`src/rtl/core/iwr_pkg.sv`:
```
package iwr_pkg;

   localparam int WINDOW_DEPTH_DEFAULT = 128;
   localparam int ADDR_WIDTH           = 48;
   localparam int OP_WIDTH             = 2;
   localparam int RETIRE_WIDTH_BITS    = 4;
   localparam int OCC_WIDTH            = 8;
   localparam int CSR_DATA_WIDTH       = 32;
   localparam int CSR_ADDR_WIDTH       = 2;

   localparam logic [RETIRE_WIDTH_BITS-1:0] MAX_RETIRE         = 4'd8;
   localparam logic [RETIRE_WIDTH_BITS-1:0] RETIRE_WIDTH_RESET = 4'd4;

   localparam logic [OP_WIDTH-1:0] OP_INSERT = 2'd0;
   localparam logic [OP_WIDTH-1:0] OP_RETIRE = 2'd1;
   localparam logic [OP_WIDTH-1:0] OP_WAKEUP = 2'd2;

   localparam logic [CSR_ADDR_WIDTH-1:0] REG_RETIRE_WIDTH = 2'd0;

   typedef enum logic {
      ST_IDLE,
      ST_RETIRE
   } state_type;

   typedef struct packed {
      logic                  insert;
      logic                  shift;
      logic                  wakeup;
      logic                  ready_in;
      logic [ADDR_WIDTH-1:0] address;
   } cell_ctrl_type;

endpackage

```
`src/rtl/core/iwr_cell.sv`:
```
module iwr_cell (
   input  logic                          clock,
   input  logic                          reset,
   input  iwr_pkg::cell_ctrl_type        ctrl,
   input  logic                          prev_valid,
   input  logic                          next_valid,
   input  logic                          next_ready,
   input  logic [iwr_pkg::ADDR_WIDTH-1:0] next_address,
   output logic                          valid,
   output logic                          ready,
   output logic [iwr_pkg::ADDR_WIDTH-1:0] address
);
   import iwr_pkg::*;

   logic                  valid_ff, valid_in;
   logic                  ready_ff, ready_in;
   logic [ADDR_WIDTH-1:0] address_ff, address_in;

   always_comb begin
      valid_in   = valid_ff;
      ready_in   = ready_ff;
      address_in = address_ff;
      if (ctrl.shift) begin
         valid_in   = next_valid;
         ready_in   = next_ready;
         address_in = next_address;
      end else if (ctrl.insert && !valid_ff && prev_valid) begin
         valid_in   = 1'b1;
         ready_in   = ctrl.ready_in;
         address_in = ctrl.address;
      end else if (ctrl.wakeup && valid_ff && (address_ff == ctrl.address)) begin
         ready_in = 1'b1;
      end
   end

   always_ff @(posedge clock) begin
      if (reset) begin
         valid_ff <= 1'b0;
         ready_ff <= 1'b0;
      end else begin
         valid_ff <= valid_in;
         ready_ff <= ready_in;
      end
   end

   always_ff @(posedge clock) begin
      address_ff <= address_in;
   end

   assign valid   = valid_ff;
   assign ready   = ready_ff;
   assign address = address_ff;

endmodule

```
`config.mk`:
```
export PLATFORM = sky130hd
export DESIGN_NAME = iwr_cell
export DESIGN_NICKNAME = d
export VERILOG_FILES = /design/src/rtl/core/iwr_pkg.sv /design/src/rtl/core/iwr_cell.sv
export SDC_FILE = /design/constraint.sdc
export NUM_CORES = 1
export LEC_CHECK = 0
export BUFFER_PORTS_ARGS = -buffer_cell sky130_fd_sc_hd__buf_2
export CORE_UTILIZATION = 25
export CTS_CLUSTER_DIAMETER = 40
export CTS_CLUSTER_SIZE = 40
export DETAILED_ROUTE_END_ITERATION = 10
export GPL_ROUTABILITY_DRIVEN = 0
export GPL_TIMING_DRIVEN = 0
export PLACE_DENSITY_LB_ADDON = 0.2
export SYNTH_ARGS = -nofsm -noshare
export SYNTH_HDL_FRONTEND = slang
export SYNTH_SLANG_ARGS = --single-unit
```
`constraint.sdc`:
```
create_clock -name clock -period 3.5 [get_ports clock]
set_input_delay 0.35 -clock clock [delete_from_list [all_inputs] [get_ports clock]]
set_output_delay 0.35 -clock clock [all_outputs]
set_load 0.02 [all_outputs]
```
==> results.sh, run 1 <==
export IMPL_status="finished, final reports clean"
export IMPL_cts_buffer_depth=2
export IMPL_core_area_sq_um=10300
export IMPL_p_per_area_nw_per_um2=384
export IMPL_fin_crit_ps=2200
export IMPL_cts_max_level=2
export IMPL_die_area_sq_um=11100
export IMPL_wl_mm=7.49
export IMPL_ir_drop_mv=0.128
export IMPL_worstPathCellList="buf_2, buf_1, buf_2, nand2b_2, buf_12"
export IMPL_synth_top_cell_by_area="edfxtp_1"
export IMPL_pre_cts_slack_ps=816
export IMPL_finClkSkew_ps=5.53
export IMPL_antenna_found_initial=0
export IMPL_port_buffers=154
export IMPL_final_common_cell="buf_2"
export IMPL_drv_cap=0
export IMPL_syn_nets=298
export IMPL_required_ps=3510
export IMPL_top_level_ports=155
export IMPL_dpl_cell_count=484
export IMPL_synth_distinct_cells=31
export IMPL_dr_total_vias=2150
export IMPL_clkTransAtPathRegs_ps=90
export IMPL_period_share_pct=63.0
export IMPL_r2r_setup_slack_ps=1670
export IMPL_relSlewSlack_pct=53.1
export IMPL_path_class="input port to flip-flop"
export IMPL_floorplan_rows=37
export IMPL_fin_nets=460
export IMPL_avgViaCountPerCell=4.37
export IMPL_fin_ws_ps=1300
export IMPL_synth_simple_area_share_pct=5.48
export IMPL_cp_slowest_cell="nand2b_2"
export IMPL_synth_xor_xnor_area_share_pct=13.1
export IMPL_hpwl_mm=5.86
export IMPL_synth_top_family_by_area="multiplexers"
export IMPL_ys_seq_elements=50
export IMPL_dpl_cell_area_sq_um=3630
export IMPL_postCtsSetupBuffers=0
export IMPL_drt_pass1_iter_count=4
export IMPL_synth_compound_gate_area_share_pct=4.45
export IMPL_antenna_cells=0
export IMPL_fmax_mhz=454
export IMPL_instances_no_fill=492
export IMPL_worstPathArrival_ps=2210
export IMPL_post_route_drc_count=0
export IMPL_fillers=1068
export IMPL_seq_area_frac_synth_pct=55.5
export IMPL_synth_area_sq_um=2670
export IMPL_area_growth_pct=39.1
export IMPL_syn_avg_cell_area_sq_um=13.8
export IMPL_finalHoldViolations=0
export IMPL_stdcell_area_sq_um=3720
export IMPL_tns_ps=0
export IMPL_cts_sinks=50
export IMPL_synth_warnings=0
export IMPL_grt_pass1_vias=2132
export IMPL_final_setup_viol_count=0
export IMPL_synth_fa_ha_area_share_pct=0
export IMPL_drt_iter0_drc=72
export IMPL_end_kind="flip-flop"
export IMPL_grt_usage_pct=13.5
export IMPL_cts_resized=0
export IMPL_cts_inserted_buffers=5
export IMPL_synth_top_area_share_pct=54.0
export IMPL_post_drt_wl_per_cell_um=15.2
export IMPL_postRouteAntennaNets=0
export IMPL_critical_path_max_stage_delay_ps=620
export IMPL_start_kind="input port"
export IMPL_layout_common_cells="buf_2, edfxtp_1, mux2_2"
export IMPL_grt_pass1_wl_mm=11.3
export IMPL_start_util_pct=25.9
export IMPL_slew_violations=0
export IMPL_ctsHoldBuffers=0
export IMPL_layout_drive_gt1_share_pct=57.6
export IMPL_worst_path_most_repeated_cell="buf_2"
export IMPL_muxShareOfSynthArea_pct=19.0
export IMPL_die_w_um=105
export IMPL_clk_latency_ps=300
export IMPL_syn_inst=193
export IMPL_power_leakage_nw=1.58
export IMPL_cts_tree="done"
export IMPL_worst_slew_pin_slew_ps=704
export IMPL_grt_max_degree=27
export IMPL_grt_overflow=0
export IMPL_cp_max_fo=26
export IMPL_synth_area_leaders="edfxtp_1, mux2_2, xnor2_1"
export IMPL_cts_root_buffer="clkbuf_8"
export IMPL_rsz0062_at_grt="false"
export IMPL_hp_class="input port to flip-flop"
export IMPL_fp_dieH_um=105
==> cells in the mapped netlist, drive strengths merged <==
cell type / n
edfxtp: 48
mux2: 45
xnor2: 25
xor2: 15
inv: 11
nand4: 7
nand2: 6
buf: 5
o21ai: 5
nor4: 4
o22ai: 3
dfxtp: 2
nor3: 2
a2111oi: 1
a21oi: 1
a221oi: 1
a222oi: 1
a22o: 1
clkbuf: 1
nand2b: 1
nand3: 1
nand3b: 1
nor2: 1
o221ai: 1
o2bb2ai: 1
o31a: 1
o31ai: 1
or4: 1
==> layout make-up <==
class | count | area [sq um] | area share, %
inverters | 11 | 41.3 | 1.11
repair buffers | 155 | 791 | 21.3
plain buffers | 6 | 26.3 | 0.707
flip-flops and latches | 50 | 1480 | 39.9
multi-input cells | 126 | 1120 | 30.3
well taps | 136 | 170 | 4.58
clock inverters | 2 | 8.76 | 0.236
clock buffers | 6 | 72.6 | 1.95
==> path summary, 6_finish.rpt <==
| check | start | to | depth (start not counted) |
|---|---|---|---|
| setup / recovery | ctrl[50] | address[31] | 5 |
| hold / removal | reset | valid | 2 |
| setup reg to reg | address[22] | ready | 5 |
| hold reg to reg | valid | valid | 2 |
==> state kept, by name (all words and copies together), names as in the netlist <==
register,flops
ready,1
address,48
valid,1
==> layer usage <==
| metal | global-route usage (%) | routed length, um | vias up | part of all wire (%) |
|---|---|---|---|---|
| li1 | - | - | 1049 | - |
| met1 | 17.0 | 3300 | 1011 | 44 |
| met5 | 0 | 0 | - | 0 |
| met2 | 23.0 | 3650 | 81 | 49 |
| met3 | 2.60 | 387 | 9 | 5.2 |
| met4 | 4.63 | 154 | 0 | 2.1 |
==> critical path: cells and delay by family <==
kind          cells  cell delay [ps]
simple gates      1              620
buf+inv           4             1220
==> cell families (layout without fill, tap and decap cells) <==
kind of cell / after synthesis / in the layout
AND/OR/NAND/NOR: 24 / 24
multiplexers: 45 / 45
flip-flops: 50 / 50
AO/OA/AOI/OAI: 17 / 17
XOR/XNOR: 40 / 40
buffers and inverters: 17 / 180
==> report_power, final <==
group	internal, mW	switching [mW]
sequential	0.719	0.0304
combinational	0.158	0.183
clock	0.138	0.197
total	1.01	0.410
==> stage by stage <==
stage          total power [mW]  hold WS (ps)  utilization, %
2_1_floorplan             0.957           429               -
3_3_place_gp               1.10           559            35.0
3_5_place_dp               1.11           565            35.2
4_1_cts                    1.45           240            36.0
5_1_grt                    1.50           237            36.0
6_report                   1.43           246            36.0
Note: power is estimated with default switching activity, not from simulation.
==> run 2: changes to the inputs <==
clock period = 2.2 ns   (was 3.5 ns; I/O delays follow)
==> run 2 against run 1 <==
Routed wire length decreased by 2.9%; final cell count unchanged; sequential power up 59%; combinational power increased by 57%; non-clock buffer count fell by 1; via count fell by 3.1%; design area hardly changed; clock power increased by 71%; clock skew up 0.50 ps; clock-buffer cell count rose by 1; sequential share of layout area hardly changed; critical path type unchanged; critical endpoint is now address[12]; largest cell class unchanged.
==> results.sh, run 2 (synthesis gave the netlist of run 1 again) <==
export IMPL_status="finished, final reports clean"
export IMPL_relSlewSlack_pct=52.2
export IMPL_antenna_found_initial=1
export IMPL_fin_ws_ps=296
export IMPL_avgViaCountPerCell=4.24
export IMPL_critical_path_max_stage_delay_ps=640
export IMPL_largest_reg_flops=48
export IMPL_worst_slew_pin_slew_ps=717
export IMPL_ir_drop_mv=0.290
export IMPL_worstPathArrival_ps=1840
export IMPL_slew_violations=0
export IMPL_cts_tree="done"
export IMPL_core_area_sq_um=10300
export IMPL_min_to="valid"
export IMPL_drt_pass1_iter_count=4
export IMPL_p_per_area_nw_per_um2=620
export IMPL_postRouteAntennaNets=0
export IMPL_instances_no_fill=492
export IMPL_start_util_pct=25.9
export IMPL_final_setup_viol_count=0
export IMPL_worst_path_most_repeated_cell="buf_2"
export IMPL_cp_max_fo=48
export IMPL_cts_inserted_buffers=5
export IMPL_grt_pass1_vias=2200
export IMPL_fin_crit_ps=1900
export IMPL_ctsHoldBuffers=0
export IMPL_drv_cap=0
export IMPL_fin_nets=459
export IMPL_fp_dieH_um=105
export IMPL_dpl_cell_count=483
export IMPL_rsz0062_at_grt="false"
export IMPL_end_kind="flip-flop"
export IMPL_grt_usage_pct=13.4
export IMPL_path_class="input port to flip-flop"
export IMPL_grt_pass1_wl_mm=11.3
export IMPL_clk_latency_ps=300
export IMPL_dr_total_vias=2084
export IMPL_r2r_setup_slack_ps=370
export IMPL_die_area_sq_um=11100
export IMPL_hpwl_mm=5.67
export IMPL_power_leakage_nw=1.58
export IMPL_final_core_util_pct=36.0
export IMPL_r2r_end="ready"
export IMPL_min_from="reset"
export IMPL_pre_cts_slack_ps=-612
export IMPL_cts_root_buffer="clkbuf_8"
export IMPL_finClkSkew_ps=6.04
export IMPL_grt_overflow=0
export IMPL_worstPathCellList="buf_2, buf_1, buf_2, nand2b_4"
export IMPL_post_route_drc_count=0
export IMPL_tns_ps=0
export IMPL_floorplan_rows=37
export IMPL_postCtsSetupBuffers=0
export IMPL_cts_sinks=50
export IMPL_hp_class="input port to flip-flop"
export IMPL_start_kind="input port"
export IMPL_post_drt_wl_per_cell_um=14.8
export IMPL_period_share_pct=86.5
export IMPL_cts_max_level=2
export IMPL_final_common_cell="buf_2"
export IMPL_cp_slowest_cell="nand2b_4"
export IMPL_drt_iter0_drc=52
export IMPL_layout_common_cells="buf_2, edfxtp_1, mux2_2"
export IMPL_min_delay_path_depth=2
export IMPL_clkTransAtPathRegs_ps=90
export IMPL_area_growth_pct=39.0
export IMPL_finalHoldViolations=0
export IMPL_port_buffers=154
export IMPL_cts_buffer_depth=2
export IMPL_fmax_mhz=525
export IMPL_layout_drive_gt1_share_pct=57.7
export IMPL_rr_startpoint="address[22]"
export IMPL_wl_mm=7.27
export IMPL_grt_max_degree=49
export IMPL_top_level_ports=155
export IMPL_required_ps=2140
export IMPL_reg2reg_depth=5
export IMPL_die_w_um=105
export IMPL_cts_resized=1
export IMPL_p_total_mw=2.30
==> run 2: cell types whose count changed in the layout (fill, tap and decap cells not counted) <==
cell / previous run / this run
buf_12: 1 / 0
clkbuf_8: 5 / 6
clkinv_1: 1 / 0
diode_2: 0 / 1
nand2b_2: 1 / 0
nand2b_4: 0 / 1
==> run 2: cell type report <==
cell class	instances	area, sq um
diodes	1	2.50
well taps	136	170
flip-flops and latches	50	1480
plain buffers	6	26.3
clock buffers	7	86.3
clock inverters	1	5.00
repair buffers	154	771
inverters	11	41.3
fillers	1080	6610
multi-input cells	126	1130
==> run 2: how the worst max path moves through the flow <==
stage / from / end / slack [ps] / depth (start not counted)
after floorplan: ctrl[50] / address[0] / 330 / 3
after global placement: ctrl[50] / address[47] / -600 / 4
after detailed placement: ctrl[50] / address[47] / -610 / 4
after CTS: ctrl[50] / address[47] / 140 / 4
after global routing: ctrl[50] / address[6] / 70 / 4
final: ctrl[50] / address[12] / 300 / 4
==> run 2: stage by stage <==
stage / hold slack (ps) / cell area (sq um)
finish: 120 / 3710
global route: 101 / 3710
CTS: 109 / 3710
detailed placement: 441 / 3610
global placement: 437 / 3610
floorplan: 299 / 2670
==> run 2: per-layer routing <==
layer  vias to the layer above  wire length, um  global-route usage, %
li1                       1046                -                      -
met1                       940             3160                   16.5
met2                        92             3530                   23.1
met3                         6              479                   3.03
met4                         0              104                   4.63
met5                         -                0                      0
==> run 2: report_power, final <==
group | internal, mW | leakage [nW] | switching [mW]
registers | 1.14 | 0.494 | 0.0488
logic | 0.247 | 1.04 | 0.288
clock network | 0.255 | 0.0482 | 0.318
total | 1.65 | 1.58 | 0.654
==> run 2: critical path: cells and delay by family <==
family	cells	cell delay, ps
buf+inv	3	960
simple gates	1	640
==> run 3: changes to the inputs <==
ABC_AREA = 1   (was default)
CTS_CLUSTER_SIZE = default   (was 40)
GPL_ROUTABILITY_DRIVEN = 1   (was 0)
==> run 3 against run 2 <==
Critical path depth did not move; first-iteration DRC count rose by 110%; sequential share of layout area fell by 3.6 points; setup slack improved by 270 ps; synthesized cell count rose by 110%; register-to-register slack improved by 190 ps; clock power rose by 41%; worst hold slack got worse by 11 ps.
==> results.sh, run 3 <==
export IMPL_power_frac_clock_pct=31.1
export IMPL_async_reset_ff_share_pct=0
export IMPL_r2r_setup_slack_ps=560
export IMPL_cts_inserted_buffers=5
export IMPL_synth_common_cells="nand2_1, inv_1, edfxtp_1"
export IMPL_dpl_cell_area_sq_um=3930
export IMPL_drt_pass1_iter_count=4
export IMPL_syn_avg_cell_area_sq_um=7.35
export IMPL_floorplan_rows=39
export IMPL_largest_reg_flops=48
export IMPL_end_kind="flip-flop"
export IMPL_die_w_um=111
export IMPL_final_core_util_pct=35.5
export IMPL_finalHoldViolations=0
export IMPL_status="finished, final reports clean"
export IMPL_cts_tree="done"
export IMPL_synth_most_common_cell="nand2_1"
export IMPL_p_total_mw=2.59
export IMPL_final_common_cell="nand2_1"
export IMPL_synth_warnings=0
export IMPL_top_level_ports=155
export IMPL_synth_area_sq_um=2960
export IMPL_final_setup_viol_count=0
export IMPL_synth_top_cell_by_area="edfxtp_1"
export IMPL_grt_pass1_vias=2885
export IMPL_post_route_drc_count=0
export IMPL_die_area_sq_um=12300
export IMPL_seq_power_share_pct=46.5
export IMPL_worst_slew_pin_slew_ps=694
export IMPL_grt_pass1_wl_mm=14.0
export IMPL_clk_latency_ps=290
export IMPL_synth_area_leaders="edfxtp_1, nand2_1, inv_1"
export IMPL_worstPathArrival_ps=1620
export IMPL_fin_crit_ps=1640
export IMPL_cts_resized=0
export IMPL_clkTransAtPathRegs_ps=70
export IMPL_tns_ps=0
export IMPL_dpl_cell_count=700
export IMPL_required_ps=2190
export IMPL_syn_nets=508
export IMPL_place_gp_congestion=0.783
export IMPL_antenna_cells=0
export IMPL_seq_area_frac_synth_pct=50.0
export IMPL_antenna_found_initial=0
export IMPL_stdcell_area_sq_um=4080
export IMPL_hold_slack_ps=109
export IMPL_ctsHoldBuffers=0
export IMPL_cts_sinks=50
export IMPL_post_drt_wl_per_cell_um=12.4
export IMPL_power_leakage_nw=2.19
export IMPL_finClkSkew_ps=4.07
export IMPL_cts_max_level=2
export IMPL_drv_cap=0
export IMPL_p_per_area_nw_per_um2=635
export IMPL_grt_usage_pct=14.2
export IMPL_slew_violations=0
export IMPL_period_share_pct=74.4
export IMPL_fin_nets=669
export IMPL_fmax_mhz=611
export IMPL_p_int_mw=1.83
export IMPL_grt_overflow=0
export IMPL_rsz0062_at_grt="false"
export IMPL_synth_distinct_cells=19
export IMPL_syn_inst=403
export IMPL_port_buffers=153
export IMPL_instances_no_fill=708
export IMPL_drt_iter0_drc=110
export IMPL_seqCellArea_sq_um=1480
export IMPL_ys_seq_elements=50
export IMPL_p_switching_mw=0.761
export IMPL_pre_cts_slack_ps=469
export IMPL_fp_dieH_um=111
export IMPL_start_util_pct=25.8
export IMPL_cp_max_fo=25
export IMPL_synth_edff_count=48
export IMPL_cts_buffer_depth=2
export IMPL_path_class="flip-flop to flip-flop"
export IMPL_layout_common_cells="nand2_1, buf_2, inv_1"
export IMPL_combPwrFrac_pct=22.3
export IMPL_ir_drop_mv=0.321
export IMPL_postRouteAntennaNets=0
export IMPL_fillers=1265
export IMPL_avgViaCountPerCell=4.19
export IMPL_fin_ws_ps=563
export IMPL_synth_top_area_share_pct=48.7
export IMPL_grt_max_degree=26
export IMPL_wl_mm=8.75
export IMPL_switching_share_pct=29.4
export IMPL_cts_root_buffer="clkbuf_16"
export IMPL_layout_drive_gt1_share_pct=30.6
export IMPL_core_area_sq_um=11500
export IMPL_hp_class="input port to flip-flop"
export IMPL_multi_input_area_sq_um=1170
export IMPL_hpwl_mm=6.92
export IMPL_postCtsSetupBuffers=0
export IMPL_dr_total_vias=2968
export IMPL_area_growth_pct=37.6
export IMPL_start_kind="flip-flop"
export IMPL_synth_flop_cell="edfxtp_1"
export IMPL_relSlewSlack_pct=53.5
-- run 3: changes by cell type after synthesis, sizes merged, moves of 3 or more --
cell	previous run	this run
xor2	15	1
nor4	4	0
nor2	1	29
o21ai	5	38
nand4	7	3
inv	11	70
o22ai	3	0
mux2	45	0
xnor2	25	12
nand2	6	182
-- run 3: routing by layer --
metal / part of all wire (%) / GRT usage (%)
met5: 0 / 0
met4: 0.50 / 2.13
met3: 5.3 / 3.01
met2: 48 / 24.6
met1: 46 / 18.4
-- run 3: final timing paths --
check | start | cells after the start | to
worst max register to register | valid | 4 | address[25]
worst min register to register | ready | 2 | ready
worst min-delay path | reset | 2 | valid
worst max-delay path | valid | 4 | address[25]
-- run 3: logic make-up (layout without fill, tap and decap cells) --
group	Yosys count	count (layout)	share of synthesized area (%)
buffers and inverters	80	242	10.4
flip-flops	50	50	50.0
XOR/XNOR	13	13	3.84
AO/OA/AOI/OAI	42	42	7.52
AND/OR/NAND/NOR	218	218	28.2
-- run 3: critical path, cell delays in order, from the launching register on --
cell and delay (ps):
dfxtp_1 330, inv_1 70, nand3_1 120, nand2_2 530, buf_12 270
-- run 3: area by class of cell --
| class | count | area share, % |
|---|---|---|
| Buffer | 10 | 1.14 |
| Clock buffer | 7 | 3.50 |
| Clock inverter | 1 | 0.123 |
| Inverter | 70 | 6.45 |
| Multi-Input combinational cell | 273 | 28.8 |
| Sequential cell | 50 | 36.3 |
| Tap cell | 143 | 4.39 |
| Timing Repair Buffer | 154 | 19.3 |
-- run 3: power by group through the flow --
stage / Combinational (mW) / Clock (mW) / Sequential, mW
6_report: 0.578 / 0.806 / 1.20
5_1_grt: 0.648 / 0.872 / 1.22
4_1_cts: 0.589 / 0.836 / 1.21
3_5_place_dp: 0.587 / 0 / 1.23
3_3_place_gp: 0.576 / 0 / 1.23
2_1_floorplan: 0.231 / 0 / 1.32
